--- src/hdl/frot_pkg.sv ---
// Shared types, constants and register codes for the frame rotation core.
package frot_pkg;

	localparam int COORD_WIDTH    = 40;
	localparam int TRIG_WIDTH     = 32;
	localparam int TRIG_FRAC_BITS = 30;
	localparam int CFG_IDX_WIDTH  = 3;
	localparam int CFG_DATA_WIDTH = 32;

	localparam logic signed [TRIG_WIDTH-1:0] COS_ONE = 32'sh4000_0000;

	typedef enum logic [1:0] {
		MODE_XYZ_ENU = 2'd0,
		MODE_ENU_XYZ = 2'd1,
		MODE_ENU_UVW = 2'd2,
		MODE_XYZ_UVW = 2'd3
	} mode_t;

	typedef enum logic [CFG_IDX_WIDTH-1:0] {
		REG_MODE       = 3'd0,
		REG_SIN_FIRST  = 3'd1,
		REG_COS_FIRST  = 3'd2,
		REG_SIN_SECOND = 3'd3,
		REG_COS_SECOND = 3'd4,
		REG_SIN_THIRD  = 3'd5,
		REG_COS_THIRD  = 3'd6
	} cfg_idx_t;

	// which component pair a rotation stage works on
	typedef enum logic [1:0] {
		PAIR_AB,
		PAIR_AC,
		PAIR_BC,
		PAIR_NONE
	} pair_t;

	typedef struct packed {
		pair_t pair;
		logic  neg_sin;
	} rot_ctl_t;

	typedef struct packed {
		logic signed [COORD_WIDTH-1:0] comp_a_in;
		logic signed [COORD_WIDTH-1:0] comp_b_in;
		logic signed [COORD_WIDTH-1:0] comp_c_in;
		logic                          last_in;
	} in_t;

	typedef struct packed {
		logic signed [COORD_WIDTH-1:0] comp_a_out;
		logic signed [COORD_WIDTH-1:0] comp_b_out;
		logic signed [COORD_WIDTH-1:0] comp_c_out;
		logic                          saturated;
		logic                          last_out;
	} out_t;

	// vector in flight through the rotation chain
	typedef struct packed {
		logic signed [COORD_WIDTH-1:0] a;
		logic signed [COORD_WIDTH-1:0] b;
		logic signed [COORD_WIDTH-1:0] c;
		logic                          sat;
		logic                          last;
	} tok_t;

endpackage

--- src/hdl/frot_obuf.sv ---
// Output register with one skid entry; freezes the pipeline when the skid is full.
module frot_obuf (
	input  logic           clk,
	input  logic           arst_n,
	input  logic           push_valid,
	input  frot_pkg::out_t push_data,
	output logic           en,
	output logic           out_valid,
	input  logic           out_stall,
	output frot_pkg::out_t out_data
);

	logic           out_valid_q, skid_valid_q;
	frot_pkg::out_t out_q, skid_q;
	logic           pop, push;

	assign en   = !skid_valid_q;
	assign pop  = out_valid_q && !out_stall;
	assign push = push_valid && en;

	always_ff @(posedge clk or negedge arst_n) begin
		if (!arst_n) begin
			out_valid_q  <= 1'b0;
			skid_valid_q <= 1'b0;
		end else if (skid_valid_q) begin
			if (pop) begin
				skid_valid_q <= 1'b0;
			end
		end else if (push) begin
			if (!out_valid_q || pop) begin
				out_valid_q <= 1'b1;
			end else begin
				skid_valid_q <= 1'b1;
			end
		end else if (pop) begin
			out_valid_q <= 1'b0;
		end
	end

	always_ff @(posedge clk) begin
		if (skid_valid_q) begin
			if (pop) begin
				out_q <= skid_q;
			end
		end else if (push) begin
			if (!out_valid_q || pop) begin
				out_q <= push_data;
			end else begin
				skid_q <= push_data;
			end
		end
	end

	assign out_valid = out_valid_q;
	assign out_data  = out_q;

endmodule

--- config.mk ---
export PLATFORM = sky130hd
export DESIGN_NAME = frot_obuf
export DESIGN_NICKNAME = d
export VERILOG_FILES = /design/src/hdl/frot_pkg.sv /design/src/hdl/frot_obuf.sv
export SDC_FILE = /design/constraint.sdc
export NUM_CORES = 1
export LEC_CHECK = 0
export BUFFER_PORTS_ARGS = -buffer_cell sky130_fd_sc_hd__buf_2
export CAP_MARGIN = 20
export CORE_UTILIZATION = 52
export CTS_CLUSTER_DIAMETER = 200
export DETAILED_ROUTE_END_ITERATION = 8
export PLACE_DENSITY = 0.8
export SETUP_SLACK_MARGIN = 0.2
export SLEW_MARGIN = 30
export SYNTH_ARGS = -nofsm -noshare
export SYNTH_HDL_FRONTEND = slang
export SYNTH_SLANG_ARGS = --single-unit
--- constraint.sdc ---
create_clock -name clk -period 9.2 [get_ports clk]
set_input_delay 0.46 -clock clk [delete_from_list [all_inputs] [get_ports clk]]
set_output_delay 0.46 -clock clk [all_outputs]
set_load 0.01 [all_outputs]
# After elaboration in Yosys (flattened, before gate mapping)
# Cells that the tools add are included.
# W data, S select, Z words.
[op_classes]
n_eq_ne = 2
muxes = 11
n_bitwise = 2
n_reduce_logical = 12
[op_table]
columns = ["cell", "n"]
rows = [
  ["$mux W122", 4],
  ["$reduce_and A3 Y1", 3],
  ["$mux W1", 7],
  ["$reduce_bool A2 Y1", 3],
  ["$ne A2 B1 Y1 const B", 2],
  ["$logic_not A1 Y1", 3],
  ["$logic_and A1 B1 Y1", 2],
  ["$not A1 Y1", 2],
  ["$logic_or A1 B1 Y1", 1],
]
[totals]
register_bits = 246
input_bits = 126
output_inout_bits = 124
elab_cells = 39

# Longest topological paths before layout
# Gate-level depths: netlist of the first run.
[logic_depth]
word_depth = 6
mapped_depth = 5
mapped_depth_nobuf = 2

# Least setup slack after synthesis of the first run
# No wires, ideal clock.
[synth_timing]
path_kind = "reg2reg"
startpoint = "register skid_valid_q"
endpoint = "register out_q, in the netlist out_data[0], enable pin"
setup_ps = 637
t_arrival_ps = 6528
t_required_ps = 8563
path_slack_ps = 2035
stages_incl_launch_ff = 6
synth_period_minus_slack_ps = 7165
cell_sequence = "dfrtp_1 > buf_6 > buf_6 > buf_6 > nand2_1 > a21boi_1"
[synth_between]
elab_chain_cells = 4
word_cells_on_any_way = 6
classes_between = "eq/ne (1); reduce/logical (5)"
[synth_rtl]
columns = ["item", "line", "text"]
rows = [
  ["start: declaration", "frot_obuf.sv:13", "logic out_valid_q, skid_valid_q;"],
  ["start signal: assignment", "frot_obuf.sv:24", "skid_valid_q <= 1'b0;"],
  ["start signal: assignment", "frot_obuf.sv:27", "skid_valid_q <= 1'b0;"],
  ["start signal: assignment", "frot_obuf.sv:33", "skid_valid_q <= 1'b1;"],
  ["$logic_not A1 Y1", "frot_obuf.sv:17", "assign en = !skid_valid_q;"],
  ["$logic_and A1 B1 Y1", "frot_obuf.sv:19", "assign push = push_valid && en;"],
  ["$reduce_bool A2 Y1 (no line)", "n/a", ""],
  ["$reduce_and A3 Y1 (no line) *", "n/a", ""],
  ["end signal: assignment", "frot_obuf.sv:43", "out_q <= skid_q;"],
  ["end signal: assignment", "frot_obuf.sv:47", "out_q <= push_data;"],
  ["end: declaration", "frot_obuf.sv:14", "frot_pkg::out_t out_q, skid_q;"],
]
# Every way passes the cells marked *; elsewhere a longest branch is shown, timed or not.
# A chain may end at the register's enable or synchronous reset.

# Worst setup path in the final report of the first run
[layout_timing]
startpoint = "register skid_valid_q"
endpoint = "register out_q, in the netlist out_data[81], enable pin"
# The elaborated chain is that of the path after synthesis.

==> results of run 1 <==
-- how the worst max path moves through the flow --
stage | slack (ps) | depth (start not counted) | end
2_1_floorplan | 2030 | 5 | out_data[0]
3_3_place_gp | 5330 | 4 | out_data[65]
3_5_place_dp | 5600 | 4 | out_data[60]
4_1_cts | 5530 | 4 | out_data[85]
6_report | 5610 | 4 | out_data[81]
5_1_grt | 5380 | 4 | out_data[85]
-- report_power, final --
| group | switching [mW] | internal (mW) |
|---|---|---|
| logic | 0.470 | 0.407 |
| clock network | 0.392 | 0.584 |
| registers | 0.131 | 1.64 |
| total | 0.993 | 2.63 |
-- layout make-up --
cell class	count	area [µm²]	share of cell area [%]
multi-input cells	131	1530	13.6
clock inverters	15	153	1.35
clock buffers	31	648	5.73
well taps	220	275	2.43
inverters	2	7.51	0.0664
flip-flops and latches	246	7380	65.3
repair buffers	256	1310	11.6
-- cell usage in the layout (no fill, tap or decap) --
| cell | count |
|---|---|
| buf_2 | 249 |
| clkbuf_1 | 6 |
| nor2_4 | 1 |
| nand2_1 | 3 |
| inv_1 | 2 |
| clkbuf_16 | 25 |
| buf_8 | 1 |
| bufinv_16 | 3 |
| o21ai_0 | 1 |
| mux2_4 | 26 |
| dlygate4sd3_1 | 1 |
| clkinv_2 | 4 |
| dfrtp_4 | 1 |
| clkinvlp_4 | 2 |
| buf_4 | 5 |
| a21oi_1 | 2 |
| clkinv_1 | 5 |
| dfrtp_1 | 1 |
| inv_6 | 1 |
| nand2b_1 | 1 |
| mux2_2 | 96 |
| a21boi_4 | 1 |
| edfxtp_1 | 244 |
-- critical path: stages (launching register included) --
cell and delay (ps):
dfrtp_4 1050, nand2_1 220, a21boi_4 590, buf_4 610
buf_4 670
-- metrics by stage --
stage	std cells	area [µm²]	setup WS [ps]	power, mW	hold slack [ps]
finish	901	11300	5610	3.62	133
global route	901	11300	5380	3.77	118
detailed placement	854	10500	5600	2.68	247
CTS	901	11300	5530	3.67	114
floorplan	393	9000	2030	2.38	164
global placement	853	10500	5330	2.64	245
-- flip-flops by register name, summed over array words and instances (netlist names) --
| name | count |
|---|---|
| out_valid | 1 |
| out_data | 122 |
| skid_q | 122 |
| skid_valid_q | 1 |
-- per-layer routing --
metal	share of wire (%)	vias up	GRT usage (%)
met4	2.1	0	6.00
met2	50	188	32.2
met3	8.7	34	5.40
met5	0	-	0
li1	-	2112	-
met1	40	2308	22.5
-- kinds of logic (layout without fill, tap and decap cells) --
logic type / count (synthesis) / after routing
muxes: 122 / 122
buffers and inverters: 16 / 304
and+or+nand+nor: 5 / 5
AOI/OAI and AO/OA: 4 / 4
DFF: 246 / 246
==> out/metrics.cfg, run 1 <==
[outcome]
status=completed

[clock_tree]
cts.htree.levels=1
clock_sinks=246
clk_path_buf_depth=3
cts_resized=0
cts_buffers=25
root_buffer=clkbuf_16
insertion_delay_ps=510
post_cts_buffers=0
cts_hold_buffers=1
clk_pin_slew_ps=60
cts_tree=yes

[yosys]
synth_edf_count=244
synth_top_cell_by_area=edfxtp_1
synth_top_family_by_area=multiplexers
syn_nets=519
synthMuxAreaShare_pct=16.3
synthAdderAreaFrac_pct=0
synth_top_area_share_pct=81.4
synth_xor_area_share_pct=0
yosysSeqAreaShare_pct=82.0
synth_commonest_cells=244 x edfxtp_1, 96 x mux2_2, 26 x mux2_4
syn_inst=393
syn_area_per_cell_um2=22.9
synth_compound_area_share_pct=0.250
synthTopCellsByArea=edfxtp_1 81%, mux2_2 12%, mux2_4 4.3%
ys_types=13
ys_ff_latch=246
synth_ff_type=edfxtp_1
yosysMostFrequentCell=edfxtp_1
synth_warnings=0
synth-simple-area-share_pct=0.236
syn-cell-area_um2=9000
async_flop_share_pct=0.813

[finish]
post-route-util_pct=67.5
syn2layout_area_growth_pct=25.6
num-fill-cells=1108
layout-drive-gt1-share_pct=60.9
n_antenna_cell=0
layout.nets=788

[place]
place.gp.congestion=0.786
dp_hpwl_um=11100
io_buffers=249

[min_path]
worstHoldStart=push_data[117]
hp-class=input port to flop
min_to=skid_q[117]
holdPathStages=1

[floorplanning]
die_area_um2=17800
std_cell_rows=47
die_h_um=134
start_util_pct=53.7
fp.dieW_um=134
core_um2=16800
ioPinCount=250

[grt]
antenna_found_initial=0
grt_max_degree=68
grt_usage_pct=18.6
grt_pass1_wl_um=25800
grt_pass1_vias=5040
gr-total-overflow=0

[timing]
fin_skew_ps=20.8
slew_violations=0
max_freq_mhz=279
rsz0062_at_grt=false
worstMarginPinSlew_ps=976
timing.final.crit_share_pct=39.0
hold_viol_final=0
slew_headroom_pct=34.9
period_needed_ps=3590
setup_viol=0
fin_tns_setup_ps=0

[drt]
detail-route-antenna-nets=0
viasPerCell=5.15
drt_iter0_markers=251
vias=4642
routed_wl_um=16900
avgRoutedWirePerCell_um=18.7
drc_errors=0
first_pass_iters=6

[worst_setup_path]
cp.required_ps=9330
crit_start=skid_valid_q
rrSetupSlack_ps=5610
cp_max_fo=67
rr_endpoint=out_data[81]
crit_type=flop to flop
critPathArrivalTime_ps=3710
rr_startpoint=skid_valid_q
cp-start-kind=flop
r2r_cells=4
cp-end-kind=flop

[power_and_ir_drop]
leakage_nw=4.31
vdd_drop_max_v=0.000226
powerDensity_nw_per_um2=320

[run]
maxCapViolCount=0

Note: power is estimated with default switching activity, not from simulation.
==> run 2, diff against run 1 <==
CORE_UTILIZATION = 47   (was 52)
PLACE_DENSITY = 0.76   (was 0.8)
clock period = 3.1 ns   (was 9.2 ns; I/O delays follow)
==> out/metrics.cfg, run 2 (synthesized netlist as in run 1, its figures left out) <==
[outcome]
status=completed

[timing]
max_freq_mhz=459  ; +65%
setup_viol=0  ; unchanged
slew_headroom_pct=52.3  ; +17 points
fin_tns_setup_ps=0  ; unchanged
rsz0062_at_grt=false
hold_viol_final=0  ; unchanged
slew_violations=0  ; unchanged
setup_slack_ps=923  ; -4690 ps
worstMarginPinSlew_ps=715  ; -261 ps
timing.final.crit_share_pct=70.2  ; +31 points
holdWs_ps=361  ; +228 ps
fin_skew_ps=18.4  ; -2.45 ps
period_needed_ps=2180  ; -1410 ps

[clock_tree]
clk_path_buf_depth=3  ; unchanged
cts_resized=0  ; unchanged
root_buffer=clkbuf_16
cts_hold_buffers=127  ; +126
cts_tree=yes
clk_pin_slew_ps=60  ; about the same
clock_sinks=246  ; unchanged
post_cts_buffers=0  ; unchanged
cts.htree.levels=1  ; unchanged
insertion_delay_ps=520  ; about the same
cts_buffers=26  ; +4.0%

[place]
placed_cells=867  ; +1.5%
dpl-instance-area_um2=10600  ; +0.52%
dp_slack_ps=929  ; -4670 ps
place.gp.congestion=0.741  ; -5.7%
dp_hpwl_um=10900  ; -1.9%
io_buffers=249  ; unchanged

[finish]
layout-drive-gt1-share_pct=51.8  ; -9.1 points
multiInputGateArea_um2=1550  ; +0.98%
layout.cells.non_filler=1041  ; +16%
regArea_um2=7380  ; unchanged
fin_area_um2=12700  ; +12%
post-route-util_pct=67.4  ; about the same
final_common_cell=buf_2
n_antenna_cell=0  ; unchanged
num-fill-cells=1195  ; +7.9%
final_cell_mix=249 x buf_2, 244 x edfxtp_1, 127 x dlygate4sd3_1, 96 x mux2_2, 27 x clkbuf_16
syn2layout_area_growth_pct=40.6
layout.nets=914  ; +16%

[floorplanning]
die_area_um2=19700  ; +10%
ioPinCount=250  ; unchanged
start_util_pct=48.0  ; -5.7 points
std_cell_rows=50  ; +6.4%
die_h_um=140  ; +5.1%
core_um2=18800  ; +12%
fp.dieW_um=140  ; +5.1%

[power_and_ir_drop]
finalPower_mw=11.1  ; +210%
vdd_drop_max_v=0.000715  ; +220%
combPwrFrac_pct=26.0  ; +1.8 points
power_switching_mw=3.08  ; +210%
p_int_mw=7.97  ; +200%
netSwitchingFraction_pct=27.9  ; +0.42 points
leakage_nw=4.86  ; +13%
p_seq_share_pct=46.9  ; -1.9 points
powerDensity_nw_per_um2=873  ; +170%
p_clk_share_pct=27.1  ; about the same

[grt]
gr-total-overflow=0  ; unchanged
grt_max_degree=94  ; +38%
grt_pass1_wl_um=30000  ; +16%
antenna_found_initial=0  ; unchanged
grt_usage_pct=19.7  ; +1.1 points
grt_pass1_vias=5735  ; +14%

[worst_setup_path]
crit_type=flop to flop
cp-start-kind=flop
cp-end-kind=flop
cp.required_ps=3240  ; -6090 ps
critPathArrivalTime_ps=2320  ; -1390 ps
cp_max_fo=53  ; -21%

[min_path]
hp-class=input port to flop

[drt]
vias=5152  ; +11%
drt_iter0_markers=230  ; -8.4%
detail-route-antenna-nets=0  ; unchanged
drc_errors=0  ; unchanged
first_pass_iters=4  ; -2
met1Wirelength_um=7250  ; +8.3%
dr_wl_met2_um=10200  ; +22%
avgRoutedWirePerCell_um=18.6  ; -0.75%
top_layer_used=met4
routed_wl_um=19400  ; +15%
dr_wl_met3_um=1380  ; -6.0%
viasPerCell=4.95  ; -3.9%

[run]
maxCapViolCount=0  ; unchanged

==> run 2: cell types whose count changed in the layout (fill, tap and decap cells not counted), sizes merged <==
cell | before | now
clkinvlp | 2 | 3
clkbuf | 31 | 34
dlygate4sd3 | 1 | 127
bufinv | 3 | 2
buf | 255 | 254
clkinv | 9 | 7
==> run 2: layout make-up <==
class	count	share of cell area, %
Tap cell	234	2.31
Multi-Input combinational cell	131	12.2
Sequential cell	246	58.3
Clock inverter	13	0.959
Clock buffer	34	5.63
Inverter	2	0.0593
Timing Repair Buffer	381	20.5
==> run 2: critical path, cell delays in order (launching register included) <==
cell and delay [ps]:
dfrtp_4 710, nand2b_4 270, a21boi_4 190, buf_4 600
==> run 2: power groups by stage <==
stage	Clock, mW	Sequential, mW	Combinational (mW)
2_1_floorplan	0	5.52	1.46
3_3_place_gp	0	5.20	2.65
4_1_cts	3.07	5.17	2.88
5_1_grt	3.19	5.26	3.06
6_report	3.00	5.18	2.87
3_5_place_dp	0	5.23	2.73
==> run 2: final timing paths <==
path | slack, ps | cells past startpoint | endpoint | start
setup / recovery | 920 | 3 | out_data[70] | skid_valid_q
hold / removal | 360 | 2 | skid_q[54] | push_data[54]
setup reg to reg | 920 | 3 | out_data[70] | skid_valid_q
hold reg to reg | 540 | 1 | out_data[106] | skid_q[106]
max in group asynchronous | 2430 | 3 | skid_valid_q | arst_n
min in group asynchronous | 520 | 3 | out_valid | arst_n
==> run 2: routing by layer <==
layer | track usage (%) | up-vias
met5 | 0 | -
met4 | 6.42 | 0
met3 | 5.91 | 43
met2 | 36.4 | 203
met1 | 21.5 | 2530
li1 | - | 2376
